--- src/rtl/pidm_pkg.sv ---
`default_nettype none

package pidm_pkg;

  // field widths
  localparam int DATA_W     = 16;
  localparam int ERR_W      = 17;
  localparam int GAIN_W     = 16;
  localparam int DUTY_W     = 11;
  localparam int U_W        = 18;
  localparam int INT_W      = 26;
  localparam int CFG_IDX_W  = 3;
  localparam int CFG_DATA_W = 16;

  // loop constants, 4 ms sample period
  localparam int D_SCALE      = 250;
  localparam int I_DIVISOR    = 500;
  localparam int I_RND        = 250;
  localparam int I_SHIFT      = 8;
  localparam int ITERM_SHIFT  = 8;
  localparam int U_LIMIT      = 102400;
  localparam int INTEG_LIMIT  = 26214400;
  localparam int DIV_R_W      = $clog2(I_DIVISOR);

  typedef enum logic [CFG_IDX_W-1:0] {
    REG_SETPOINT,
    REG_PROP_GAIN,
    REG_INTEG_GAIN,
    REG_DERIV_GAIN,
    REG_BASE_DUTY,
    REG_DUTY_LIMIT
  } cfg_reg_t;

  typedef enum logic [3:0] {
    S_IDLE,
    S_PREP,
    S_MUL,
    S_ROUND,
    S_DIV,
    S_INTEG,
    S_SUM,
    S_CLAMP,
    S_MIX
  } state_t;

  // control of a bit-serial unit
  typedef struct packed {
    logic load;
    logic step;
  } serial_ctl_t;

endpackage

`default_nettype wire

--- src/rtl/pidm_mul.sv ---
`default_nettype none

// shift-add multiplier, one multiplier bit per cycle while step is high
module pidm_mul #(
  parameter int A_W = 16
) (
  input  logic                              clk,
  input  pidm_pkg::serial_ctl_t             ctl,
  input  logic [A_W-1:0]                    a,
  input  logic [pidm_pkg::GAIN_W-1:0]       b,
  output logic [A_W+pidm_pkg::GAIN_W-1:0]   prod
);
  import pidm_pkg::*;

  logic [A_W-1:0]        areg;
  logic [A_W+GAIN_W-1:0] p;
  logic [A_W:0]          part;

  always_comb begin
    part = {1'b0, p[A_W+GAIN_W-1:GAIN_W]} + (p[0] ? {1'b0, areg} : {(A_W+1){1'b0}});
  end

  always_ff @(posedge clk) begin
    if (ctl.load) begin
      areg <= a;
      p    <= {{A_W{1'b0}}, b};
    end else if (ctl.step) begin
      p <= {part, p[GAIN_W-1:1]};
    end
  end

  assign prod = p;

endmodule

`default_nettype wire

--- src/rtl/pidm_div.sv ---
`default_nettype none

// restoring divide by the integral divisor, one quotient bit per cycle while step is high
module pidm_div #(
  parameter int Y_W = 34
) (
  input  logic                  clk,
  input  pidm_pkg::serial_ctl_t ctl,
  input  logic [Y_W-1:0]        dividend,
  output logic [Y_W-1:0]        quotient
);
  import pidm_pkg::*;

  logic [Y_W-1:0]     q;
  logic [DIV_R_W-1:0] r;
  logic [DIV_R_W:0]   trial;
  logic [DIV_R_W:0]   rem_sub;
  logic               fits;

  always_comb begin
    trial   = {r, q[Y_W-1]};
    fits    = trial >= (DIV_R_W+1)'(I_DIVISOR);
    rem_sub = trial - (DIV_R_W+1)'(I_DIVISOR);
  end

  always_ff @(posedge clk) begin
    if (ctl.load) begin
      q <= dividend;
      r <= '0;
    end else if (ctl.step) begin
      q <= {q[Y_W-2:0], fits};
      r <= fits ? rem_sub[DIV_R_W-1:0] : trial[DIV_R_W-1:0];
    end
  end

  assign quotient = q;

endmodule

`default_nettype wire

--- src/rtl/pid_roll_balance_mixer.sv ---
// Rate PID with two-motor mixing. Each sample transfer on measured_rate (Q8.8) yields one
// result transfer: control_value u = clamp(P + I + D, +-400.0) in Q8.8, left_duty =
// base_duty - u and right_duty = base_duty + u, both truncated toward zero, floored at 0
// and saturated from above at duty_limit. The integral is kept in Q10.16 and clamped to
// +-400.0; it and the previous error reset to zero. Gains carry GAIN_FRAC_BITS fraction
// bits. Each sample runs through setup, the three bit-serial gain multipliers side by
// side, rounding, the bit-serial divide that scales the integral step, integral update,
// summing, clamping and mixing. A finished result sits in an output register, so a new
// sample can be taken while the result is still stalled. Configuration writes are always
// ready and must only be issued while the block is idle.
`default_nettype none

module pid_roll_balance_mixer #(
  parameter int GAIN_FRAC_BITS = 8
) (
  input  logic                                clk,
  input  logic                                rst,
  // configuration writes
  input  logic                                cfg_valid,
  output logic                                cfg_ready,
  input  logic [pidm_pkg::CFG_IDX_W-1:0]      cfg_index,
  input  logic [pidm_pkg::CFG_DATA_W-1:0]     cfg_data,
  // sample channel
  input  logic                                sample_valid,
  output logic                                sample_stall,
  input  logic signed [pidm_pkg::DATA_W-1:0]  measured_rate,
  // result channel
  output logic                                result_valid,
  input  logic                                result_stall,
  output logic signed [pidm_pkg::U_W-1:0]     control_value,
  output logic [pidm_pkg::DUTY_W-1:0]         left_duty,
  output logic [pidm_pkg::DUTY_W-1:0]         right_duty
);
  import pidm_pkg::*;

  localparam int G = GAIN_FRAC_BITS;

  // operand magnitudes: |error|, |error sum|, |error diff| * 250
  localparam int EM_W = DATA_W;
  localparam int SM_W = DATA_W + 1;
  localparam int DA_W = SM_W + 8;
  // product widths
  localparam int PP_W = GAIN_W + EM_W;
  localparam int IP_W = GAIN_W + SM_W;
  localparam int DP_W = GAIN_W + DA_W;
  // rounded terms
  localparam int P_MAG_W = PP_W + 1 - G;
  localparam int P_W     = P_MAG_W + 1;
  localparam int D_MAG_W = DP_W + 1 - G;
  localparam int D_W     = D_MAG_W + 1;
  localparam int PD_W    = D_W + 1;
  localparam int S_W     = PD_W + 1;
  // integral step dividend and update
  localparam int Y_W   = IP_W + I_SHIFT + 1 - G;
  localparam int IV_W  = Y_W + 2;
  localparam int CNT_W = $clog2(Y_W);
  localparam int IT_MAG_W = INT_W + 1 - ITERM_SHIFT;

  localparam logic [PP_W:0]   P_HALF  = (PP_W+1)'(1) << (G - 1);
  localparam logic [DP_W:0]   D_HALF  = (DP_W+1)'(1) << (G - 1);
  localparam logic [INT_W:0]  IT_HALF = (INT_W+1)'(1) << (ITERM_SHIFT - 1);

  localparam logic signed [IV_W-1:0]  IV_MAX  = IV_W'(INTEG_LIMIT);
  localparam logic signed [IV_W-1:0]  IV_MIN  = -IV_MAX;
  localparam logic signed [INT_W-1:0] INT_MAX = INT_W'(INTEG_LIMIT);
  localparam logic signed [INT_W-1:0] INT_MIN = -INT_MAX;
  localparam logic signed [S_W-1:0]   S_MAX   = S_W'(U_LIMIT);
  localparam logic signed [S_W-1:0]   S_MIN   = -S_MAX;
  localparam logic signed [U_W-1:0]   U_MAX   = U_W'(U_LIMIT);
  localparam logic signed [U_W-1:0]   U_MIN   = -U_MAX;

  // reset values of the registers
  localparam logic [GAIN_W-1:0] RST_PROP_GAIN  = GAIN_W'(14080);
  localparam logic [GAIN_W-1:0] RST_INTEG_GAIN = GAIN_W'(256);
  localparam logic [GAIN_W-1:0] RST_DERIV_GAIN = GAIN_W'(128);
  localparam logic [DUTY_W-1:0] RST_BASE_DUTY  = DUTY_W'(1050);
  localparam logic [DUTY_W-1:0] RST_DUTY_LIMIT = DUTY_W'(1200);

  // truncate toward zero, floor at 0, saturate from above at the limit
  function automatic logic [DUTY_W-1:0] duty_sat(input logic signed [DUTY_W+9:0] v,
                                                 input logic [DUTY_W-1:0] limit);
    logic [DUTY_W:0]   whole;
    logic [DUTY_W-1:0] res;
    whole = v[DUTY_W+8:8];
    if (v[DUTY_W+9]) begin
      res = '0;
    end else if (whole > {1'b0, limit}) begin
      res = limit;
    end else begin
      res = whole[DUTY_W-1:0];
    end
    return res;
  endfunction

  // configuration registers
  logic signed [DATA_W-1:0] setpoint;
  logic [GAIN_W-1:0]        prop_gain;
  logic [GAIN_W-1:0]        integ_gain;
  logic [GAIN_W-1:0]        deriv_gain;
  logic [DUTY_W-1:0]        base_duty;
  logic [DUTY_W-1:0]        duty_limit;

  // sequencer
  state_t             state;
  state_t             state_next;
  logic [CNT_W-1:0]   cnt;
  serial_ctl_t        mul_ctl;
  serial_ctl_t        div_ctl;
  logic               out_load;

  // loop state
  logic signed [ERR_W-1:0] last_error;
  logic signed [INT_W-1:0] integral;

  // datapath
  logic signed [ERR_W-1:0] err;
  logic signed [ERR_W:0]   e_sum;
  logic signed [ERR_W:0]   e_diff;
  logic [ERR_W-1:0]        err_abs;
  logic [ERR_W:0]          sum_abs;
  logic [ERR_W:0]          diff_abs;
  logic [EM_W-1:0]         mag_p;
  logic [SM_W-1:0]         mag_i;
  logic [DA_W-1:0]         mag_d;
  logic                    neg_p;
  logic                    neg_i;
  logic                    neg_d;
  logic [PP_W-1:0]         prod_p;
  logic [IP_W-1:0]         prod_i;
  logic [DP_W-1:0]         prod_d;
  logic [PP_W:0]           p_rnd;
  logic [DP_W:0]           d_rnd;
  logic [P_MAG_W:0]        p_ext;
  logic [D_MAG_W:0]        d_ext;
  logic signed [P_W-1:0]   p_term;
  logic signed [D_W-1:0]   d_term;
  logic signed [PD_W-1:0]  pd;
  logic [IP_W+I_SHIFT-1:0] i_wide;
  logic [Y_W-1:0]          i_dividend;
  logic [Y_W-1:0]          i_quot;
  logic signed [Y_W:0]     inc;
  logic signed [IV_W-1:0]  iv;
  logic [INT_W-1:0]        int_abs;
  logic [INT_W:0]          it_rnd;
  logic [IT_MAG_W:0]       it_ext;
  logic signed [IT_MAG_W:0] it_term;
  logic signed [S_W-1:0]   s;
  logic signed [U_W-1:0]   u;
  logic signed [DUTY_W+9:0] base_ext;
  logic signed [DUTY_W+9:0] v_left;
  logic signed [DUTY_W+9:0] v_right;

  // --------------------------------------------------------------------------
  // configuration port, never stalls
  // --------------------------------------------------------------------------
  assign cfg_ready = 1'b1;

  always_ff @(posedge clk) begin
    if (rst) begin
      setpoint   <= '0;
      prop_gain  <= RST_PROP_GAIN;
      integ_gain <= RST_INTEG_GAIN;
      deriv_gain <= RST_DERIV_GAIN;
      base_duty  <= RST_BASE_DUTY;
      duty_limit <= RST_DUTY_LIMIT;
    end else if (cfg_valid && cfg_ready) begin
      case (cfg_index)
        REG_SETPOINT:   setpoint   <= cfg_data;
        REG_PROP_GAIN:  prop_gain  <= cfg_data;
        REG_INTEG_GAIN: integ_gain <= cfg_data;
        REG_DERIV_GAIN: deriv_gain <= cfg_data;
        REG_BASE_DUTY:  base_duty  <= cfg_data[DUTY_W-1:0];
        REG_DUTY_LIMIT: duty_limit <= cfg_data[DUTY_W-1:0];
        default: ;  // writes past the register list are dropped
      endcase
    end
  end

  // --------------------------------------------------------------------------
  // sequencer
  // --------------------------------------------------------------------------
  always_ff @(posedge clk) begin
    if (rst) begin
      state <= S_IDLE;
    end else begin
      state <= state_next;
    end
  end

  always_comb begin
    state_next = state;
    case (state)
      S_IDLE:  if (sample_valid) state_next = S_PREP;
      S_PREP:  state_next = S_MUL;
      S_MUL:   if (cnt == CNT_W'(GAIN_W - 1)) state_next = S_ROUND;
      S_ROUND: state_next = S_DIV;
      S_DIV:   if (cnt == CNT_W'(Y_W - 1)) state_next = S_INTEG;
      S_INTEG: state_next = S_SUM;
      S_SUM:   state_next = S_CLAMP;
      S_CLAMP: state_next = S_MIX;
      // wait here only while the previous result is still held off
      S_MIX:   if (!result_valid || !result_stall) state_next = S_IDLE;
      default: state_next = S_IDLE;
    endcase
  end

  always_comb begin
    sample_stall = 1'b1;
    mul_ctl      = '0;
    div_ctl      = '0;
    out_load     = 1'b0;
    case (state)
      S_IDLE:  sample_stall = 1'b0;
      S_PREP:  mul_ctl.load = 1'b1;
      S_MUL:   mul_ctl.step = 1'b1;
      S_ROUND: div_ctl.load = 1'b1;
      S_DIV:   div_ctl.step = 1'b1;
      S_MIX:   out_load = !result_valid || !result_stall;
      default: ;
    endcase
  end

  // bit counter for the serial units
  always_ff @(posedge clk) begin
    if (rst) begin
      cnt <= '0;
    end else if (state == S_MUL || state == S_DIV) begin
      cnt <= cnt + CNT_W'(1);
    end else begin
      cnt <= '0;
    end
  end

  // --------------------------------------------------------------------------
  // error terms: sign and magnitude go to the multipliers separately
  // --------------------------------------------------------------------------
  always_comb begin
    e_sum    = (ERR_W+1)'(err) + (ERR_W+1)'(last_error);
    e_diff   = (ERR_W+1)'(err) - (ERR_W+1)'(last_error);
    err_abs  = err[ERR_W-1] ? ERR_W'(-err) : ERR_W'(err);
    sum_abs  = e_sum[ERR_W] ? (ERR_W+1)'(-e_sum) : (ERR_W+1)'(e_sum);
    diff_abs = e_diff[ERR_W] ? (ERR_W+1)'(-e_diff) : (ERR_W+1)'(e_diff);
    mag_p    = err_abs[EM_W-1:0];
    mag_i    = sum_abs[SM_W-1:0];
    // derivative divides by the 4 ms period, i.e. scales by 250
    mag_d    = DA_W'(diff_abs[SM_W-1:0]) * DA_W'(D_SCALE);
  end

  always_ff @(posedge clk) begin
    if (state == S_IDLE && sample_valid) begin
      err <= ERR_W'(setpoint) - ERR_W'(measured_rate);
    end
    if (state == S_PREP) begin
      neg_p <= err[ERR_W-1];
      neg_i <= e_sum[ERR_W];
      neg_d <= e_diff[ERR_W];
    end
  end

  // three gain products, run side by side
  pidm_mul #(.A_W(EM_W)) u_mul_p (
    .clk  (clk),
    .ctl  (mul_ctl),
    .a    (mag_p),
    .b    (prop_gain),
    .prod (prod_p)
  );

  pidm_mul #(.A_W(SM_W)) u_mul_i (
    .clk  (clk),
    .ctl  (mul_ctl),
    .a    (mag_i),
    .b    (integ_gain),
    .prod (prod_i)
  );

  pidm_mul #(.A_W(DA_W)) u_mul_d (
    .clk  (clk),
    .ctl  (mul_ctl),
    .a    (mag_d),
    .b    (deriv_gain),
    .prod (prod_d)
  );

  // --------------------------------------------------------------------------
  // rounding: add half, drop the gain fraction, ties go away from zero
  // --------------------------------------------------------------------------
  always_comb begin
    p_rnd = {1'b0, prod_p} + P_HALF;
    d_rnd = {1'b0, prod_d} + D_HALF;
    p_ext = {1'b0, P_MAG_W'(p_rnd >> G)};
    d_ext = {1'b0, D_MAG_W'(d_rnd >> G)};
    // integral step: ki*sum*256 / (500 * 2^G), the half-divisor folded in after the shift
    i_wide     = {prod_i, {I_SHIFT{1'b0}}};
    i_dividend = Y_W'(i_wide >> G) + Y_W'(I_RND);
  end

  pidm_div #(.Y_W(Y_W)) u_div (
    .clk      (clk),
    .ctl      (div_ctl),
    .dividend (i_dividend),
    .quotient (i_quot)
  );

  always_comb begin
    inc     = neg_i ? -$signed({1'b0, i_quot}) : $signed({1'b0, i_quot});
    iv      = IV_W'(integral) + IV_W'(inc);
    // integral back to Q8.8 with rounding
    int_abs = integral[INT_W-1] ? INT_W'(-integral) : INT_W'(integral);
    it_rnd  = {1'b0, int_abs} + IT_HALF;
    it_ext  = {1'b0, IT_MAG_W'(it_rnd >> ITERM_SHIFT)};
    it_term = integral[INT_W-1] ? -$signed(it_ext) : $signed(it_ext);
  end

  always_ff @(posedge clk) begin
    if (state == S_ROUND) begin
      p_term <= neg_p ? -$signed(p_ext) : $signed(p_ext);
      d_term <= neg_d ? -$signed(d_ext) : $signed(d_ext);
    end
    if (state == S_DIV) begin
      pd <= PD_W'(p_term) + PD_W'(d_term);
    end
    if (state == S_SUM) begin
      s <= S_W'(pd) + S_W'(it_term);
    end
    if (state == S_CLAMP) begin
      if (s > S_MAX) begin
        u <= U_MAX;
      end else if (s < S_MIN) begin
        u <= U_MIN;
      end else begin
        u <= U_W'(s);
      end
    end
  end

  // loop state: previous error and clamped integral
  always_ff @(posedge clk) begin
    if (rst) begin
      last_error <= '0;
      integral   <= '0;
    end else begin
      if (state == S_PREP) begin
        last_error <= err;
      end
      if (state == S_INTEG) begin
        if (iv > IV_MAX) begin
          integral <= INT_MAX;
        end else if (iv < IV_MIN) begin
          integral <= INT_MIN;
        end else begin
          integral <= INT_W'(iv);
        end
      end
    end
  end

  // --------------------------------------------------------------------------
  // motor mix and output register
  // --------------------------------------------------------------------------
  always_comb begin
    base_ext = $signed({2'b00, base_duty, 8'h00});
    v_left   = base_ext - (DUTY_W+10)'(u);
    v_right  = base_ext + (DUTY_W+10)'(u);
  end

  always_ff @(posedge clk) begin
    if (out_load) begin
      control_value <= u;
      left_duty     <= duty_sat(v_left, duty_limit);
      right_duty    <= duty_sat(v_right, duty_limit);
    end
  end

  always_ff @(posedge clk) begin
    if (rst) begin
      result_valid <= 1'b0;
    end else if (out_load) begin
      result_valid <= 1'b1;
    end else if (!result_stall) begin
      result_valid <= 1'b0;
    end
  end

`ifndef SYNTHESIS
  // the stored integral never leaves its clamp range
  a_integ_range: assert property (@(posedge clk) disable iff (rst)
    integral <= INT_MAX && integral >= INT_MIN)
    else $error("integral out of range");

  // a presented result is always within the control clamp
  a_u_range: assert property (@(posedge clk) disable iff (rst)
    result_valid |-> (control_value <= U_MAX && control_value >= U_MIN))
    else $error("control value out of range");

  // once a sample is taken, the next one is held off
  a_one_item: assert property (@(posedge clk) disable iff (rst)
    (sample_valid && !sample_stall) |=> sample_stall)
    else $error("second sample taken while busy");

  // multiplier steps stop after the gain width
  a_mul_count: assert property (@(posedge clk) disable iff (rst)
    state == S_MUL |-> cnt < CNT_W'(GAIN_W))
    else $error("multiplier step count overrun");
`endif

endmodule

`default_nettype wire

--- config.mk ---
export PLATFORM = sky130hd
export DESIGN_NAME = pid_roll_balance_mixer
export DESIGN_NICKNAME = d
export VERILOG_FILES = /design/src/rtl/pidm_pkg.sv /design/src/rtl/pidm_mul.sv /design/src/rtl/pidm_div.sv /design/src/rtl/pid_roll_balance_mixer.sv
export SDC_FILE = /design/constraint.sdc
export NUM_CORES = 2
export LEC_CHECK = 0
export BUFFER_PORTS_ARGS = -buffer_cell sky130_fd_sc_hd__buf_2
export CAP_MARGIN = 20
export CELL_PAD_IN_SITES_DETAIL_PLACEMENT = 1
export CELL_PAD_IN_SITES_GLOBAL_PLACEMENT = 1
export CORE_ASPECT_RATIO = 0.8
export CORE_MARGIN = 4
export CORE_UTILIZATION = 48
export CTS_BUF_LIST = sky130_fd_sc_hd__clkbuf_16
export CTS_CLUSTER_DIAMETER = 150
export CTS_CLUSTER_SIZE = 12
export DETAILED_ROUTE_END_ITERATION = 7
export GPL_TIMING_DRIVEN = 0
export PLACE_DENSITY = 0.77
export SLEW_MARGIN = 20
export SYNTH_ARGS = -nofsm -noshare
export SYNTH_HDL_FRONTEND = slang
export SYNTH_SLANG_ARGS = --single-unit
--- constraint.sdc ---
create_clock -name clk -period 14.6 [get_ports clk]
set_input_delay 2.19 -clock clk [delete_from_list [all_inputs] [get_ports clk]]
set_output_delay 2.19 -clock clk [all_outputs]
set_load 0.005 [all_outputs]
==> results.md <==
- R2R Path Start: integral[25]
- Seq/Total Area, Yosys: 36.5%
- FF+latch count, synth: 557
- Synthesized instance count: 4,515
- Final Hold Slack: 461 ps
- CTS Root Cell: clkbuf_16
- Hold crit path type: reg2reg
- Initial DRC count: 2,306
- Synth Area per Inst: roughly 9 µm²
- GPL Wtd Cong: between 0.8 and 0.9
- Area grow syn2layout: 8.84%
- Min Tclk post-route: 8890 ps
- Vias in the first global route: 33.9k
- Status: finished clean
- Layout fillers: about 9.8k
- Maximum Capacitance Violations: 0
- Footprint of the multi-input gates: 23,900 µm²
- CP Launch Type: register
- Vias: around 34k
- Synth cell types: 92
- ANT nets after route: 0
- Hold-fix buffers, CTS: 0
- Initial antenna violation count: 7
- Core footprint: 82,600 µm²
- # port buffers: 80
- Clk_skew: 66.1 ps
- Setup TNS: 0 ps
- Worst Setup SP: integral[25]
- Reg clk slew, reported paths: 70 ps
- Final net count: 5,075
- Yosys warns: 0
- FMAX: approximately 110 MHz
- Worst hold start: prop_gain[6]
- Clock buffer count from CTS: 52
- Global-route wire length before repair: 192 mm
- Sequential cell area: 14,700 µm²
- Post-synth EDFFs: 350
- DP HPWL: 95.8 mm
- Crit-path most repeated cell: clkbuf_1
- Starting Density: about half
- Share of layout cells above drive strength 1: 4.98%
- First-pass iteration count of the detailed router: 5
- Syn nets: 4,929
- Row count: 94
- WP data arrival: ~9400 ps
- Slew @ Worst Pin: 1170 ps
- H-tree depth: 2
- WL per Instance: approximately 21 µm
- Max incr delay on CP: 730 ps
- # DRC: 0
- Cell area after synthesis: about 40,000 µm²
- Worst path required time: 15,070 ps
- Fin. max-slew vios: 0
- Commonest non-fill, non-tap cell in the layout: nand2_1
- WL final: 121 mm
- Maximum root-to-sink buffer count: 3
- WHS Path Cells: 2
- Die Footprint: 88,300 µm²
- Fin. Hold Viols: 0
- Final setup vio count: 0
- RSZ-0062 raised after global routing: false
- Crit Path Max Fanout: 11
- R2R depth: 30
- Async set-or-reset flop fraction in the synthesized netlist: 0%
- Die outline width: ~330 µm
- Ys flop type: edfxtp_1
- Largest net degree at the start of global routing: 61
- TritonCTS clock tree: done
- Slew HR: 21.7%
- Post-CTS sizing: 0
- Finished Cell Area: 43,600 µm²
- Final Cycle Share: around 60%
- I/O pin count: between 80 and 90
- Grt ovf: 0
- GRT Total Usage: 27.3%
- Critical path class: reg2reg
- Most frequent cells in the layout: nand2_1 (706), edfxtp_1 (350), xnor2_1 (326)
- Placed instance area: around 42,000 µm²
- Clk sink count: 557
- Die height: between 200 and 300 µm
- Setup Buffers After CTS: 0
- CP Capture Type: register
- Vias per inst: 5.77
- Slowest-stage cell, CP: a221oi_1
- Clk_lat worst skew: around 670 ps
==> critical path, delay by kind of cell, from the launching register on <==
kind                       cells  cell delay (ps)
adders and majority gates      3              920
buffers and inverters          6             2180
and+or+nand+nor                7             1550
xor gates and xnor gates       3              540
DFF                            1              680
AOI/OAI and AO/OA             11             2860
==> kinds of logic after synthesis <==
family                   share of synthesized area (%)
AO/OA/AOI/OAI                                     16.0
other                                          0.00935
buffers and inverters                             4.06
adder cells (fa/ha/maj)                           12.8
flip-flops                                        36.5
XOR/XNOR                                          11.0
AND/OR/NAND/NOR                                   19.0
multiplexers                                     0.608
==> synthesized netlist by cell type (all sizes together), types with 23 or more instances <==
master | instances | area (µm²)
nand2 | 706 | 2650
edfxtp | 350 | 10500
xnor2 | 327 | 2860
a21oi | 324 | 1620
ha | 319 | 3990
inv | 261 | 980
nor2 | 253 | 950
o21ai | 239 | 1200
dfxtp | 207 | 4140
xor2 | 175 | 1530
clkbuf | 145 | 546
nand3 | 102 | 510
and2 | 91 | 569
nor3 | 90 | 460
a21o | 77 | 578
nand2b | 57 | 357
fa | 55 | 1100
o31ai | 53 | 475
a31oi | 51 | 319
nor2b | 50 | 313
nand4 | 48 | 300
or3 | 46 | 293
and3 | 45 | 282
o21a | 37 | 278
nor4 | 31 | 206
a211oi | 30 | 225
o21bai | 30 | 225
or2 | 26 | 163
nand3b | 23 | 185
==> registers in the layout, indices dropped and copies added, names as in the netlist, 16 cells and up <==
register        count
last_error         17
integ_gain         16
u_div.quotient     34
pd                 36
u                  18
err                17
u_mul_p.areg       16
u_mul_p.prod       32
u_mul_d.prod       41
u_mul_d.areg       24
deriv_gain         16
u_mul_i.prod       33
d_term             35
control_value      18
p_term             26
prop_gain          16
s                  37
setpoint           16
integral           26
u_mul_i.areg       16
==> routing by layer <==
layer | up-vias | routed length [µm] | track usage [%]
met5 | - | 31 | 0
met4 | 4 | 3460 | 7.37
met3 | 190 | 6980 | 3.94
met2 | 727 | 53100 | 42.8
met1 | 16400 | 57800 | 39.6
li1 | 16200 | - | -
==> cell type report <==
type	instances	share of cell area, %
multi-input combinational	3532	54.7
sequential	557	33.6
tap	1104	3.16
clock buffer	52	2.98
inverter	263	2.27
buffer	163	1.49
timing repair buffer	92	1.30
clock inverter	44	0.539
antenna	1	0.00573
==> metrics by stage <==
stage | worst slack, ps | utilization [%] | cells
final | 5710 | 52.9 | 5808
after CTS | 5770 | 52.8 | 5807
after global routing | 4890 | 52.9 | 5807
after global placement | 5410 | 50.7 | 5699
after floorplan | 7090 | - | 4515
after detailed placement | 5830 | 51.0 | 5711
==> worst paths after layout <==
| check | endpoint | slack [ps] |
|---|---|---|
| max | s[34] | 5710 |
| min | prop_gain[6] | 460 |
| max reg2reg | s[34] | 5710 |
| min reg2reg | prop_gain[6] | 460 |
Power is not shown: default switching activity piles up to over one toggle a cycle in this logic, so the estimate is an artifact.
